[src/hw/rtl/rrb_pkg.sv]
// Shared types and constants for the receive reorder buffer.
// Used by the controller, the datapath, the modulo unit and the top level.
`timescale 1ns / 1ps
`default_nettype none

package rrb_pkg;

	localparam int SEQ_W       = 31;
	localparam int SIZE_W      = 11;
	localparam int TAG_W       = 16;
	localparam int KIND_W      = 2;
	localparam int HIGH_W      = 32;
	localparam int CNT_W       = 6;
	localparam int WS_W        = 6;
	localparam int WS_RESET    = 32;
	localparam int HDR_BYTES   = 7;
	localparam int MAX_OUT     = 32;
	localparam int IN_TDATA_W  = 64;
	localparam int OUT_TDATA_W = 104;
	localparam int OUT_PAD_W   = OUT_TDATA_W - (1 + SEQ_W + TAG_W + SIZE_W + HIGH_W + CNT_W);

	localparam int MOD_STEP_BITS = 4;
	localparam int MOD_STEPS     = 8;
	localparam int MOD_NUM_W     = MOD_STEP_BITS * MOD_STEPS;
	localparam int MOD_CNT_W     = $clog2(MOD_STEPS);

	localparam logic CMD_INSERT = 1'b0;
	localparam logic CMD_FLUSH  = 1'b1;

	typedef enum logic [KIND_W-1:0] {
		KIND_INSERT = 2'd0,
		KIND_PACKET = 2'd1,
		KIND_EMPTY  = 2'd2
	} kind_t;

	typedef enum logic [2:0] {
		ST_IDLE,
		ST_START,
		ST_MOD,
		ST_INS,
		ST_READ,
		ST_CHECK
	} state_t;

	typedef struct packed {
		logic [TAG_W-1:0]  tag;
		logic [SIZE_W-1:0] size;
		logic [SEQ_W-1:0]  seq;
	} slot_t;

	typedef struct packed {
		logic load_in;
		logic start_mod;
		logic ins_push;
		logic load_idx;
		logic rd_slot;
		logic walk_hit;
		logic walk_end;
	} cmd_t;

	typedef struct packed {
		logic is_flush;
		logic beyond;
		logic mod_done;
		logic out_free;
		logic hit;
		logic cnt_full;
		logic pend_vld;
	} sts_t;

endpackage

`default_nettype wire

[src/hw/rtl/receiver_reorder_buffer_top.sv]
// Top level of the receive reorder buffer: joins the controller and the datapath.
// Depends on rrb_pkg, rrb_ctrl, rrb_dp and rrb_mod.
`timescale 1ns / 1ps
`default_nettype none

// Sliding-window receive reorder buffer. An insert word stores a packet in slot seq mod window
// and returns one status word. A flush word advances the expected sequence number by one and
// then returns the stored packets in order, up to 32, until a sequence number is missing, or
// one word saying nothing was delivered. One word is handled at a time. An insert waits for
// the remainder unit, which works four bits of the sequence number per cycle; an insert
// beyond the window skips it. A flush also runs the remainder unit and then, for each slot
// it visits, does a registered read of the slot memory and a check. Both wait while the
// output register waits for the receiver. A result waiting in the output register does not
// stop the next word from being taken. The user must write the window size only while the
// block is idle; the block itself does not enforce it.

module receiver_reorder_buffer_top #(
	parameter int WINDOW_DEPTH = 32,
	parameter int MAX_PACKET   = 2048
) (
	input  wire logic                               clk,
	input  wire logic                               arst_n,
	input  wire logic                               cfg_wr_en,
	input  wire logic [rrb_pkg::WS_W-1:0]           cfg_wr_data,   // slots in use
	input  wire logic                               s_axis_tvalid,
	output logic                                    s_axis_tready,
	input  wire logic [rrb_pkg::IN_TDATA_W-1:0]     s_axis_tdata,  // seq_num, packet_size, payload_tag
	input  wire logic                               s_axis_tuser,  // command
	output logic                                    m_axis_tvalid,
	input  wire logic                               m_axis_tready,
	output logic [rrb_pkg::OUT_TDATA_W-1:0]         m_axis_tdata,  // accepted, out_seq, out_tag,
	                                                               // payload_len, highest_seen,
	                                                               // flushed_count
	output logic [rrb_pkg::KIND_W-1:0]              m_axis_tuser,  // kind
	output logic                                    m_axis_tlast
);

	rrb_pkg::cmd_t cmd;
	rrb_pkg::sts_t sts;

	rrb_ctrl u_ctrl (
		.clk           (clk),
		.arst_n        (arst_n),
		.s_axis_tvalid (s_axis_tvalid),
		.s_axis_tready (s_axis_tready),
		.sts           (sts),
		.cmd           (cmd)
	);

	rrb_dp #(
		.WINDOW_DEPTH (WINDOW_DEPTH),
		.MAX_PACKET   (MAX_PACKET)
	) u_dp (
		.clk           (clk),
		.arst_n        (arst_n),
		.cfg_wr_en     (cfg_wr_en),
		.cfg_wr_data   (cfg_wr_data),
		.in_data       (s_axis_tdata),
		.in_cmd        (s_axis_tuser),
		.cmd           (cmd),
		.sts           (sts),
		.m_axis_tvalid (m_axis_tvalid),
		.m_axis_tready (m_axis_tready),
		.m_axis_tdata  (m_axis_tdata),
		.m_axis_tuser  (m_axis_tuser),
		.m_axis_tlast  (m_axis_tlast)
	);

endmodule

`default_nettype wire

[src/hw/rtl/rrb_mod.sv]
// Iterative remainder unit: sequence number modulo the window, four bits per cycle.
// Depends on rrb_pkg.
`timescale 1ns / 1ps
`default_nettype none

module rrb_mod #(
	parameter int DW = 6
) (
	input  wire logic                      clk,
	input  wire logic                      arst_n,
	input  wire logic                      start,
	input  wire logic [rrb_pkg::SEQ_W-1:0] dividend,
	input  wire logic [DW-1:0]             divisor,
	output logic                           done,
	output logic [DW-1:0]                  rem
);

	logic                              busy_q;
	logic                              done_q;
	logic [rrb_pkg::MOD_CNT_W-1:0]     step_q;
	logic [rrb_pkg::MOD_NUM_W-1:0]     num_q;
	logic [DW-1:0]                     div_q;
	logic [DW-1:0]                     rem_q;
	logic [DW-1:0]                     rem_nxt;

	always_comb begin
		logic [DW:0] t;
		rem_nxt = rem_q;
		for (int i = 0; i < rrb_pkg::MOD_STEP_BITS; i++) begin
			t = {rem_nxt, num_q[rrb_pkg::MOD_NUM_W-1-i]};
			if (t >= {1'b0, div_q}) begin
				t = t - {1'b0, div_q};
			end
			rem_nxt = t[DW-1:0];
		end
	end

	always_ff @(posedge clk or negedge arst_n) begin
		if (!arst_n) begin
			busy_q <= 1'b0;
			done_q <= 1'b0;
			step_q <= '0;
		end else begin
			done_q <= 1'b0;
			if (start) begin
				busy_q <= 1'b1;
				step_q <= '0;
			end else if (busy_q) begin
				step_q <= step_q + 1'b1;
				if (step_q == rrb_pkg::MOD_CNT_W'(rrb_pkg::MOD_STEPS - 1)) begin
					busy_q <= 1'b0;
					done_q <= 1'b1;
				end
			end
		end
	end

	always_ff @(posedge clk) begin
		if (start) begin
			num_q <= rrb_pkg::MOD_NUM_W'(dividend);
			div_q <= divisor;
			rem_q <= '0;
		end else if (busy_q) begin
			num_q <= num_q << rrb_pkg::MOD_STEP_BITS;
			rem_q <= rem_nxt;
		end
	end

	assign done = done_q;
	assign rem  = rem_q;

endmodule

`default_nettype wire

[src/hw/rtl/rrb_dp.sv]
// Datapath of the reorder buffer: item registers, slot memory, window state and output word.
// Depends on rrb_pkg and rrb_mod.
`timescale 1ns / 1ps
`default_nettype none

module rrb_dp #(
	parameter int WINDOW_DEPTH = 32,
	parameter int MAX_PACKET   = 2048
) (
	input  wire logic                            clk,
	input  wire logic                            arst_n,
	input  wire logic                            cfg_wr_en,
	input  wire logic [rrb_pkg::WS_W-1:0]        cfg_wr_data,
	input  wire logic [rrb_pkg::IN_TDATA_W-1:0]  in_data,
	input  wire logic                            in_cmd,
	input  wire rrb_pkg::cmd_t                   cmd,
	output rrb_pkg::sts_t                        sts,
	output logic                                 m_axis_tvalid,
	input  wire logic                            m_axis_tready,
	output logic [rrb_pkg::OUT_TDATA_W-1:0]      m_axis_tdata,
	output logic [rrb_pkg::KIND_W-1:0]           m_axis_tuser,
	output logic                                 m_axis_tlast
);

	localparam int IW = (WINDOW_DEPTH > 1) ? $clog2(WINDOW_DEPTH) : 1;
	localparam int WW = $clog2(WINDOW_DEPTH + 1);
	localparam int SizeMaxInt = (MAX_PACKET > 2047) ? 2047 : MAX_PACKET;
	localparam logic [rrb_pkg::SIZE_W-1:0] SizeMax = rrb_pkg::SIZE_W'(SizeMaxInt);
	localparam logic [6:0] Depth7 = 7'(WINDOW_DEPTH);

	logic                              in_cmd_q;
	logic [rrb_pkg::SEQ_W-1:0]         in_seq_q;
	logic [rrb_pkg::SIZE_W-1:0]        in_size_q;
	logic [rrb_pkg::TAG_W-1:0]         in_tag_q;

	logic [rrb_pkg::WS_W-1:0]          win_q;
	logic [rrb_pkg::SEQ_W-1:0]         expected_q;
	logic signed [rrb_pkg::HIGH_W-1:0] highest_q;
	logic [WINDOW_DEPTH-1:0]           slot_vld_q;
	logic [IW-1:0]                     idx_q;
	logic [rrb_pkg::CNT_W-1:0]         cnt_q;

	rrb_pkg::slot_t                    slot_mem [WINDOW_DEPTH];
	rrb_pkg::slot_t                    rd_slot_s1;
	logic                              rd_vld_s1;

	logic                              pend_vld_q;
	logic [rrb_pkg::SEQ_W-1:0]         pend_seq_q;
	logic [rrb_pkg::TAG_W-1:0]         pend_tag_q;
	logic [rrb_pkg::SIZE_W-1:0]        pend_len_q;
	logic [rrb_pkg::CNT_W-1:0]         pend_cnt_q;

	logic                              out_valid_q;
	rrb_pkg::kind_t                    out_kind_q;
	logic                              out_acc_q;
	logic [rrb_pkg::SEQ_W-1:0]         out_seq_q;
	logic [rrb_pkg::TAG_W-1:0]         out_tag_q;
	logic [rrb_pkg::SIZE_W-1:0]        out_len_q;
	logic signed [rrb_pkg::HIGH_W-1:0] out_high_q;
	logic [rrb_pkg::CNT_W-1:0]         out_cnt_q;
	logic                              out_last_q;

	logic [6:0]                        ws7;
	logic [6:0]                        eff7;
	logic [WW-1:0]                     eff_win;
	logic [rrb_pkg::HIGH_W-1:0]        bound;
	logic                              beyond;
	logic [rrb_pkg::SEQ_W-1:0]         exp_inc;
	logic [rrb_pkg::SEQ_W-1:0]         mod_dividend;
	logic                              mod_done;
	logic [WW-1:0]                     mod_rem;
	logic [IW-1:0]                     ins_idx;
	logic [WW-1:0]                     idx_inc;
	logic [IW-1:0]                     idx_nxt;
	logic [rrb_pkg::SIZE_W-1:0]        size_clamped;
	logic [rrb_pkg::SIZE_W-1:0]        rd_len;
	logic                              out_free;
	logic                              ins_write;
	logic                              hit;

	assign ws7     = 7'(win_q);
	assign eff7    = (ws7 == 7'd0) ? 7'd1 : ((ws7 > Depth7) ? Depth7 : ws7);
	assign eff_win = eff7[WW-1:0];

	assign bound  = {1'b0, expected_q} + rrb_pkg::HIGH_W'(eff_win);
	assign beyond = {1'b0, in_seq_q} > bound;

	assign exp_inc      = expected_q + 1'b1;
	assign mod_dividend = (in_cmd_q == rrb_pkg::CMD_FLUSH) ? exp_inc : in_seq_q;

	rrb_mod #(
		.DW(WW)
	) u_mod (
		.clk      (clk),
		.arst_n   (arst_n),
		.start    (cmd.start_mod),
		.dividend (mod_dividend),
		.divisor  (eff_win),
		.done     (mod_done),
		.rem      (mod_rem)
	);

	assign ins_idx = mod_rem[IW-1:0];
	assign idx_inc = WW'(idx_q) + 1'b1;
	assign idx_nxt = (idx_inc == eff_win) ? '0 : idx_inc[IW-1:0];

	assign size_clamped = (in_size_q > SizeMax) ? SizeMax : in_size_q;
	assign rd_len = (rd_slot_s1.size > rrb_pkg::SIZE_W'(rrb_pkg::HDR_BYTES)) ?
		rd_slot_s1.size - rrb_pkg::SIZE_W'(rrb_pkg::HDR_BYTES) : '0;

	assign out_free  = !out_valid_q || m_axis_tready;
	assign ins_write = cmd.ins_push && !beyond;
	assign hit       = rd_vld_s1 && (rd_slot_s1.seq == expected_q);

	assign sts.is_flush = (in_cmd_q == rrb_pkg::CMD_FLUSH);
	assign sts.beyond   = beyond;
	assign sts.mod_done = mod_done;
	assign sts.out_free = out_free;
	assign sts.hit      = hit;
	assign sts.cnt_full = (cnt_q == rrb_pkg::CNT_W'(rrb_pkg::MAX_OUT));
	assign sts.pend_vld = pend_vld_q;

	always_ff @(posedge clk or negedge arst_n) begin
		if (!arst_n) begin
			win_q       <= rrb_pkg::WS_W'(rrb_pkg::WS_RESET);
			expected_q  <= '0;
			highest_q   <= '1;
			slot_vld_q  <= '0;
			cnt_q       <= '0;
			pend_vld_q  <= 1'b0;
			out_valid_q <= 1'b0;
		end else begin
			if (cfg_wr_en) begin
				win_q <= cfg_wr_data;
			end
			if (cmd.start_mod && (in_cmd_q == rrb_pkg::CMD_FLUSH)) begin
				expected_q <= exp_inc;
			end
			if (ins_write) begin
				slot_vld_q[ins_idx] <= 1'b1;
				if ($signed({1'b0, in_seq_q}) > highest_q) begin
					highest_q <= $signed({1'b0, in_seq_q});
				end
			end
			if (cmd.load_idx) begin
				cnt_q      <= '0;
				pend_vld_q <= 1'b0;
			end
			if (cmd.walk_hit) begin
				slot_vld_q[idx_q] <= 1'b0;
				expected_q        <= exp_inc;
				cnt_q             <= cnt_q + 1'b1;
				pend_vld_q        <= 1'b1;
			end
			if (cmd.walk_end) begin
				pend_vld_q <= 1'b0;
			end
			if (cmd.ins_push || cmd.walk_end || (cmd.walk_hit && pend_vld_q)) begin
				out_valid_q <= 1'b1;
			end else if (m_axis_tready) begin
				out_valid_q <= 1'b0;
			end
		end
	end

	always_ff @(posedge clk) begin
		if (cmd.load_in) begin
			in_cmd_q  <= in_cmd;
			in_seq_q  <= in_data[rrb_pkg::SEQ_W-1:0];
			in_size_q <= in_data[rrb_pkg::SEQ_W +: rrb_pkg::SIZE_W];
			in_tag_q  <= in_data[rrb_pkg::SEQ_W + rrb_pkg::SIZE_W +: rrb_pkg::TAG_W];
		end
		if (ins_write) begin
			slot_mem[ins_idx] <= '{tag: in_tag_q, size: size_clamped, seq: in_seq_q};
		end
		if (cmd.rd_slot) begin
			rd_slot_s1 <= slot_mem[idx_q];
			rd_vld_s1  <= slot_vld_q[idx_q];
		end
		if (cmd.load_idx) begin
			idx_q <= ins_idx;
		end
		if (cmd.walk_hit) begin
			idx_q      <= idx_nxt;
			pend_seq_q <= expected_q;
			pend_tag_q <= rd_slot_s1.tag;
			pend_len_q <= rd_len;
			pend_cnt_q <= cnt_q + 1'b1;
		end
		if (cmd.ins_push) begin
			out_kind_q <= rrb_pkg::KIND_INSERT;
			out_acc_q  <= !beyond;
			out_seq_q  <= '0;
			out_tag_q  <= '0;
			out_len_q  <= '0;
			out_cnt_q  <= '0;
			out_last_q <= 1'b1;
			if (ins_write && ($signed({1'b0, in_seq_q}) > highest_q)) begin
				out_high_q <= $signed({1'b0, in_seq_q});
			end else begin
				out_high_q <= highest_q;
			end
		end else if (cmd.walk_end && !pend_vld_q) begin
			out_kind_q <= rrb_pkg::KIND_EMPTY;
			out_acc_q  <= 1'b0;
			out_seq_q  <= '0;
			out_tag_q  <= '0;
			out_len_q  <= '0;
			out_cnt_q  <= '0;
			out_high_q <= highest_q;
			out_last_q <= 1'b1;
		end else if (cmd.walk_end || (cmd.walk_hit && pend_vld_q)) begin
			out_kind_q <= rrb_pkg::KIND_PACKET;
			out_acc_q  <= 1'b0;
			out_seq_q  <= pend_seq_q;
			out_tag_q  <= pend_tag_q;
			out_len_q  <= pend_len_q;
			out_cnt_q  <= pend_cnt_q;
			out_high_q <= highest_q;
			out_last_q <= cmd.walk_end;
		end
	end

	assign m_axis_tvalid = out_valid_q;
	assign m_axis_tuser  = out_kind_q;
	assign m_axis_tlast  = out_last_q;
	assign m_axis_tdata  = {{rrb_pkg::OUT_PAD_W{1'b0}}, out_cnt_q, out_high_q, out_len_q,
		out_tag_q, out_seq_q, out_acc_q};

endmodule

`default_nettype wire

[src/hw/rtl/rrb_ctrl.sv]
// Controller state machine of the reorder buffer: sequences insert and flush items.
// Depends on rrb_pkg.
`timescale 1ns / 1ps
`default_nettype none

module rrb_ctrl (
	input  wire logic          clk,
	input  wire logic          arst_n,
	input  wire logic          s_axis_tvalid,
	output logic               s_axis_tready,
	input  wire rrb_pkg::sts_t sts,
	output rrb_pkg::cmd_t      cmd
);

	rrb_pkg::state_t state_q;
	rrb_pkg::state_t state_nxt;

	always_ff @(posedge clk or negedge arst_n) begin
		if (!arst_n) begin
			state_q <= rrb_pkg::ST_IDLE;
		end else begin
			state_q <= state_nxt;
		end
	end

	always_comb begin
		state_nxt     = state_q;
		cmd           = '0;
		s_axis_tready = 1'b0;
		case (state_q)
			rrb_pkg::ST_IDLE: begin
				s_axis_tready = 1'b1;
				if (s_axis_tvalid) begin
					cmd.load_in = 1'b1;
					state_nxt   = rrb_pkg::ST_START;
				end
			end
			rrb_pkg::ST_START: begin
				if (!sts.is_flush && sts.beyond) begin
					state_nxt = rrb_pkg::ST_INS;
				end else begin
					cmd.start_mod = 1'b1;
					state_nxt     = rrb_pkg::ST_MOD;
				end
			end
			rrb_pkg::ST_MOD: begin
				if (sts.mod_done) begin
					if (sts.is_flush) begin
						cmd.load_idx = 1'b1;
						state_nxt    = rrb_pkg::ST_READ;
					end else begin
						state_nxt = rrb_pkg::ST_INS;
					end
				end
			end
			rrb_pkg::ST_INS: begin
				if (sts.out_free) begin
					cmd.ins_push = 1'b1;
					state_nxt    = rrb_pkg::ST_IDLE;
				end
			end
			rrb_pkg::ST_READ: begin
				cmd.rd_slot = 1'b1;
				state_nxt   = rrb_pkg::ST_CHECK;
			end
			rrb_pkg::ST_CHECK: begin
				if (sts.hit && !sts.cnt_full) begin
					if (!sts.pend_vld || sts.out_free) begin
						cmd.walk_hit = 1'b1;
						state_nxt    = rrb_pkg::ST_READ;
					end
				end else if (sts.out_free) begin
					cmd.walk_end = 1'b1;
					state_nxt    = rrb_pkg::ST_IDLE;
				end
			end
			default: begin
				state_nxt = rrb_pkg::ST_IDLE;
			end
		endcase
	end

endmodule

`default_nettype wire
[config.mk]
export PLATFORM = sky130hd
export DESIGN_NAME = receiver_reorder_buffer_top
export DESIGN_NICKNAME = d
export VERILOG_FILES = /design/src/hw/rtl/rrb_pkg.sv /design/src/hw/rtl/receiver_reorder_buffer_top.sv /design/src/hw/rtl/rrb_mod.sv /design/src/hw/rtl/rrb_dp.sv /design/src/hw/rtl/rrb_ctrl.sv
export SDC_FILE = /design/constraint.sdc
export NUM_CORES = 2
export LEC_CHECK = 0
export ABC_AREA = 1
export BUFFER_PORTS_ARGS = -buffer_cell sky130_fd_sc_hd__buf_2
export CAP_MARGIN = 20
export CORE_MARGIN = 2
export CORE_UTILIZATION = 60
export CTS_BUF_LIST = sky130_fd_sc_hd__clkbuf_8
export CTS_CLUSTER_DIAMETER = 60
export DETAILED_ROUTE_END_ITERATION = 8
export MAX_ROUTING_LAYER = met4
export PLACE_DENSITY = 0.84
export RECOVER_POWER = 50
export SLEW_MARGIN = 20
export SYNTH_ARGS = -nofsm -noshare
export SYNTH_HDL_FRONTEND = slang
export SYNTH_SLANG_ARGS = --single-unit
[constraint.sdc]
create_clock -name clk -period 7.7 [get_ports clk]
set_input_delay 1.155 -clock clk [delete_from_list [all_inputs] [get_ports clk]]
set_output_delay 1.155 -clock clk [all_outputs]
set_load 0.005 [all_outputs]
; Word-level counts from Yosys, hierarchy flattened
; Memory sizes are Yosys's and may differ from the RTL's. A register that Yosys moved wholly into a read port is not among the register bits.
; Cells that the tools add are included.
[classes]
add_sub_neg = 10
mul = 0
div_mod_pow = 0
order_cmp = 13
n_eq_ne = 12
shift = 0
n_mux = 72
bitwise_logic = 3
n_reduce_logical = 32
[op_table]
columns = op, n
row1 = 2-to-1 mux 32 bit, 6
row2 = 2-to-1 mux 31 bit, 5
row3 = 2-to-1 mux 6 bit, 8
row4 = 2-to-1 mux 1 bit, 34
row5 = adder 31 x 6 -> 32 bit, 1
row6 = bitwise AND 32 bit, 1
row7 = > comparator 31 x 32 -> 1 bit, 1
row8 = > comparator 32 bit, 1
row9 = NOT 32 bit, 1
row10 = OR 32 bit, 1
row11 = "adder 31 x 1 -> 31 bit, second input constant", 1
row12 = == test 31 bit, 1
row13 = >= comparator 7 x 6 -> 1 bit, 4
row14 = 2-to-1 mux 3 bit, 8
row15 = subtractor 6 bit, 4
row16 = one-hot mux 3 bit (6 select lines), 1
row17 = 2-to-1 mux 5 bit, 3
row18 = "less-than comparator 5 x 6 -> 1 bit, second input constant", 2
row19 = "> comparator 11 bit, second input constant", 1
row20 = "> comparator 11 x 3 -> 1 bit, second input constant", 1
row21 = 2-to-1 mux 11 bit, 1
row22 = "subtractor 11 x 3 -> 11 bit, second input constant", 1
row23 = demux 1 bit (select 5 bit), 2
row24 = ">= comparator 5 x 1 -> 1 bit, second input constant", 2
row25 = other kinds (24), 51
[word_totals]
ff_bits = 390
latchBits = 0
ramBits = 1856
rom_bits = 0
in_bits = 76
output_inout_bits = 109
word_cells = 177
memories = 1
[memory_table]
columns = memory, words, width, rd, rd_clocked_by_memory_dff, wr, line
row1 = u_dp.slot_mem, 32, 58, 1, 1, 1, rrb_dp.sv:43  ; rrb_pkg::slot_t slot_mem [WINDOW_DEPTH];

; Longest topological paths before layout
[depth]
depth_word = 11
ltp_mapped = 47

; By module
; From an unflattened synthesis, not the netlist that was laid out.
[hier_totals]
cells_unflattened = 7267
area_unflattened_um2 = 92587.5
[modules_own_cells]
columns = mod, instances, cells_each, area_each_um2, seq_area_each_um2
row1 = rrb_dp, 1, 6788, 88852.7, 66450.0
row2 = rrb_mod, 1, 415, 3379.5, 1376.3
row3 = rrb_ctrl, 1, 64, 355.3, 75.1

; Worst setup path after synthesis
; OpenSTA, ideal clock, no wires.
[synth_path]
path_kind = register to register
start = register u_dp.win_q[1] (netlist bit)
end = memory u_dp.slot_mem[19][0] (netlist bit), enable pin
setup_time_ns = 0.474
t_arrival_ns = 6.198
required_ns = 7.226
slack_ns = 1.027
path_stages_with_launch = 30
n_path_buf = 0
period_less_slack_ns = 6.673
path_cell_list = dfrtp_1 nor2_1 nand3_1 a21oi_1 ha_1 ha_1 inv_1 nand2_1 nand2_1 nand3b_1 nand2_1 o21ai_0 inv_1 nor2_1 inv_1 nor2_1 inv_1 nor2_1 nand2_1 xor2_1 ha_1 nand2_1 nor2_1 a211oi_1 nor2_1 nor2_2 nand3_2 a21oi_2 nand3_1 nor2_1
[synth_via]
elab_chain_len = 9
word_cells_on_any_way = 10
classes_between = 1 x add/sub / 2 x order compare / 4 x mux / 3 x reduce/logical
[synth_rtl]
columns = element, line
row1 = from (decl), rrb_dp.sv:36  ; logic [rrb_pkg::WS_W-1:0] win_q;
row2 = from (signal assigned), rrb_dp.sv:125  ; win_q <= rrb_pkg::WS_W'(rrb_pkg::WS_RESET);
row3 = from (signal assigned), rrb_dp.sv:134  ; win_q <= cfg_wr_data;
row4 = > comparator 6 bit, rrb_dp.sv:82  ; assign eff7 = (ws7 == 7'd0) ? 7'd1 : ((ws7 > Depth7) ? Depth7 : ws7);
row5 = 2-to-1 mux 6 bit, rrb_dp.sv:82
row6 = 2-to-1 mux 6 bit (*), rrb_dp.sv:82
row7 = via u_dp.eff7[0], rrb_dp.sv:64  ; logic [6:0] eff7;
row8 = adder 31 x 6 -> 32 bit (*), rrb_dp.sv:85  ; assign bound = {1'b0, expected_q} + rrb_pkg::HIGH_W'(eff_win);
row9 = > comparator 31 x 32 -> 1 bit (*), rrb_dp.sv:86  ; assign beyond = {1'b0, in_seq_q} > bound;
row10 = zero test 1 bit (*), rrb_dp.sv:112  ; assign ins_write = cmd.ins_push && !beyond;
row11 = logical AND 1 bit (*), rrb_dp.sv:112
row12 = 2-to-1 mux 1 bit (*), rrb_dp.sv:173  ; if (ins_write) begin
row13 = 2-to-1 mux 1 bit (implied by the code) (*), rrb_dp.sv:174  ; slot_mem[ins_idx] <= '{tag: in_tag_q, size: size_clamped, seq: in_seq_q};
row14 = to (decl), rrb_dp.sv:43
; The timed path passes the listed nets; every way through them passes the cells marked *.

; Worst setup path in the final report
[layout_path]
start = register u_dp.u_mod.div_q[1]
end = register u_dp.u_mod.rem_q[1], in the netlist u_dp.u_mod.rem[1]
[layout_via]
elab_chain_len = 8
word_cells_on_any_way = 12
classes_between = 4 x add/sub / 4 x order compare / 4 x mux
[layout_rtl]
columns = element, line
row1 = from (decl), rrb_mod.sv:22  ; logic [DW-1:0] div_q;
row2 = from (signal assigned), rrb_mod.sv:61  ; div_q <= divisor;
row3 = subtractor 6 bit or >= comparator 7 x 6 -> 1 bit (tied branches), "rrb_mod.sv:32, rrb_mod.sv:31"
row4 = 2-to-1 mux 6 bit, rrb_mod.sv:31  ; if (t >= {1'b0, div_q}) begin
row5 = subtractor 6 bit or >= comparator 7 x 6 -> 1 bit (tied branches), "rrb_mod.sv:32, rrb_mod.sv:31"
row6 = 2-to-1 mux 6 bit, rrb_mod.sv:31
row7 = >= comparator 7 x 6 -> 1 bit or subtractor 6 bit (tied branches), "rrb_mod.sv:31, rrb_mod.sv:32"
row8 = 2-to-1 mux 6 bit, rrb_mod.sv:31
row9 = subtractor 6 bit or >= comparator 7 x 6 -> 1 bit (tied branches), "rrb_mod.sv:32, rrb_mod.sv:31"
row10 = 2-to-1 mux 6 bit (*), rrb_mod.sv:31
row11 = to (signal assigned), rrb_mod.sv:65  ; rem_q <= rem_nxt;
row12 = to (decl), rrb_mod.sv:23  ; logic [DW-1:0] rem_q;
; Mark *: on every way between the ends. The rest lies on a longest branch, timed or not.
; A chain may end at the register's enable or synchronous reset.

==> flow_summary_export.csv <==
group,metric,value,unit
drt,viasPerCell,6.52,
drt,drc,0,
sta,fin_crit_sh,89.6,%
sta,finalSetupViolCount,0,
synthesis,ys.flop_type,"edfxtp_1",
power,ir_drop,0.213,mV
drt,ant_nets,0,
drt,drtPass1Iterations,9,
clock_network,insertion_delay,1100,ps
place,port_buffers,171,
global_routing,first_global_vias,63152,
place,dpl_cell_area,0.0972,mm^2
global_routing,grt_usage,34.6,%
worst_setup_path,cpPeakStageDelay,510,ps
place,gp_congestion,0.956,
clock_network,ctsLongestPathBuffers,4,
sta,max_freq,145,MHz
power,p_comb_share,0.3,%
layout,finalInstanceArea,0.104,mm^2
place,dp_slack,313,ps
clock_network,post_cts_buffers,0,
run,cap_violations,32,
global_routing,grt_max_degree,261,
drt,drt_wl_total,272,mm
synthesis,syn-instance-count,7484,
clock_network,cts_buffers,371,
synthesis,synth.ff_latch_count,2304,
die,die_height,399,um
synthesis,async_reset_ff_share,5.08,%
layout,area_growth,10.6,%
layout,drive_gt1_share,9.74,%
status,status,"finished, violations left",
die,io_pins,185,
worst_setup_path,cp.buffers_inverters,5,
worst_setup_path,cp.arrival,7870,ps
place,dp.final_hpwl,148,mm
power,p_int,18.5,mW
status,violations,"max-capacitance violations, max-slew violations",
global_routing,gr-total-overflow,0,
sta,hold_violations,0,
global_routing,antenna_found_initial,19,
power,switching_share,20.7,%
power,pwr_density_cell,224,mW/mm^2
die,die_area,0.159,mm^2
drt,detailroute.via_count,65611,
global_routing,grt_pass1_wl,392,mm
synthesis,synth_edf_count,2113,
sta,min_period,6900,ps
power,finalPower,23.3,mW
sta,tns,0,ps
drt,first_iter_violations,11387,
worst_setup_path,worstPathMaxFanout,11,
worst_setup_path,critPathRequiredTime,8670,ps
clock_network,cts_tree,"yes",
sta,worst_slack,799,ps
clock_network,cts_hold_buf,0,
synthesis,synth-warning-count,0,
clock_network,clkTransAtPathRegs,60,ps
synthesis,syn_area_per_cell,12.5,um^2
synthesis,synth_cell_types,56,
worst_setup_path,critical-path-top-delay-family,"simple AND/OR/NAND/NOR gates",
synthesis,synth.cell_area,0.0938,mm^2
power,seq_power_share,57.9,%
worst_setup_path,crit_path_frequent_cell,"nand2_1",
drt,post_drt_wl_per_cell,27.0,um
clock_network,cts.sinks,2304,
clock_network,cts_root_buffer,"clkbuf_8",
worst_setup_path,cp_slowest_cell,"edfxtp_1",
hold_path,hold_path_class,"primary input to flip-flop",
power,p_clk_share,41.8,%
worst_setup_path,critical_path.startpoint_type,"flip-flop",
synthesis,yosysSeqAreaShare,72.4,%
die,rows,145,
sta,worst_pin_slew,4170,ps
sta,finalClockSkew,101,ps
sta,max_slew_margin,-178,%
worst_setup_path,end_kind,"flip-flop",
sta,rsz0062_at_grt,"false",
layout,final_nets,7902,
die,start_util,60.2,%
worst_setup_path,crit_type,"flip-flop to flip-flop",
die,coreArea,0.156,mm^2
die,die_x,399,um
clock_network,htreeDepth,5,
power,cellLeakagePower,35.7,nW
sta,slew_viol_final,1210,
layout,final_common_cell,"edfxtp_1",
power,power_switching,4.83,mW
layout,layout_common_cells,"edfxtp_1, nor2_1, o21ai_0",
cell type report:
cell class	count	area (um^2)
Clock inverter	263	1370
Clock buffer	386	5310
Timing Repair Buffer	327	2250
Sequential cell	2304	67900
Antenna cell	12	30.0
Fill cell	10351	52000
Multi-Input combinational cell	4462	23300
Inverter	255	1000
Tap cell	2058	2570
power by group through the flow:
stage | Clock, mW | Combinational (mW) | Sequential [mW]
final | 9.74 | 0.0721 | 13.5
after global routing | 10.3 | 0.0802 | 13.5
after CTS | 9.78 | 0.0739 | 13.5
after detailed placement | 0 | 0.0735 | 13.7
after global placement | 0 | 0.0727 | 13.7
after floorplan | 0 | 0.0281 | 13.7
worst paths after layout:
path / slack (ps) / from / depth (start not counted) / end
worst max-delay path: 800 / u_dp.u_mod.div_q[1] / 43 / u_dp.u_mod.rem[1]
worst min-delay path: 260 / s_axis_tdata[33] / 1 / u_dp.in_size_q[2]
worst max register to register: 800 / u_dp.u_mod.div_q[1] / 43 / u_dp.u_mod.rem[1]
worst min register to register: 410 / u_dp.rd_slot_s1[46] / 0 / u_dp.pend_tag_q[4]
max in group asynchronous: 1830 / arst_n / 2 / u_dp.u_mod.done
min in group asynchronous: 1290 / arst_n / 1 / u_dp.slot_vld_q[16]
state kept, by name (all words and copies together), names as in the netlist, 5 cells and up:
name	flops
u_dp.slot_mem	1856
u_dp.out_high_q	32
u_dp.u_mod.num_q	32
u_dp.cnt_q	6
u_dp.in_seq_q	31
u_dp.rd_slot_s1	58
u_dp.out_cnt_q	6
u_dp.out_seq_q	31
u_dp.slot_vld_q	32
u_dp.in_tag_q	16
u_dp.win_q	6
u_dp.in_size_q	11
u_dp.idx_q	5
u_dp.out_tag_q	16
u_dp.pend_cnt_q	6
u_dp.expected_q	31
u_dp.pend_seq_q	31
u_dp.u_mod.div_q	6
u_dp.highest_q	32
u_dp.u_mod.rem	6
u_dp.out_len_q	11
u_dp.pend_len_q	11
u_dp.pend_tag_q	16
layer usage:
| layer | up-vias | track usage, % | share of wire [%] |
|---|---|---|---|
| met5 | - | - | 0 |
| li1 | 27977 | - | - |
| met1 | 31151 | 44.3 | 35 |
| met4 | 0 | 18.7 | 6.0 |
| met3 | 1062 | 9.41 | 14 |
| met2 | 5421 | 50.5 | 45 |
what timing repair did:
action,4_1_cts,5_1_grt
resized for setup,0,6
hold endpoints to repair,0,0
setup endpoints to repair,0,6
cell usage after synthesis, drive strengths merged (25+ instances only):
| cell type | count | area [um^2] |
|---|---|---|
| a21oi | 107 | 539 |
| a221oi | 48 | 420 |
| a31oi | 42 | 263 |
| buf | 73 | 423 |
| clkbuf | 396 | 1490 |
| dfrtp | 84 | 2100 |
| dfstp | 33 | 867 |
| dfxtp | 74 | 1480 |
| edfxtp | 2113 | 63500 |
| ha | 101 | 1260 |
| inv | 249 | 935 |
| mux2i | 25 | 250 |
| nand2 | 625 | 2380 |
| nand3 | 252 | 1290 |
| nand3b | 70 | 533 |
| nand4 | 50 | 313 |
| nor2 | 1357 | 5130 |
| nor3 | 34 | 185 |
| o211ai | 59 | 443 |
| o21ai | 1105 | 5530 |
| o221ai | 201 | 1760 |
| o22ai | 228 | 1430 |
| xor2 | 77 | 674 |
cell families (layout without fill, tap and decap cells):
| logic type | Yosys count | after routing | share of synthesized area (%) |
|---|---|---|---|
| buf+inv | 724 | 1231 | 3.06 |
| other cells | 1 | 19 | 0.00400 |
| fa+ha+maj | 105 | 105 | 1.43 |
| simple gates | 2417 | 2417 | 10.7 |
| compound gates | 1818 | 1818 | 11.3 |
| xor+xnor | 89 | 89 | 0.831 |
| flops | 2304 | 2304 | 72.4 |
| mux | 26 | 26 | 0.279 |
per-stage QoR:
| stage | cells | util, % | hold slack, ps |
|---|---|---|---|
| after global routing | 10067 | 66.6 | 212 |
| after floorplan | 7490 | - | 400 |
| after detailed placement | 9401 | 62.5 | 405 |
| after CTS | 10050 | 66.8 | 161 |
| final | 10067 | 66.6 | 258 |
| after global placement | 9401 | 62.5 | 405 |
(Power assumes the default switching activity.)
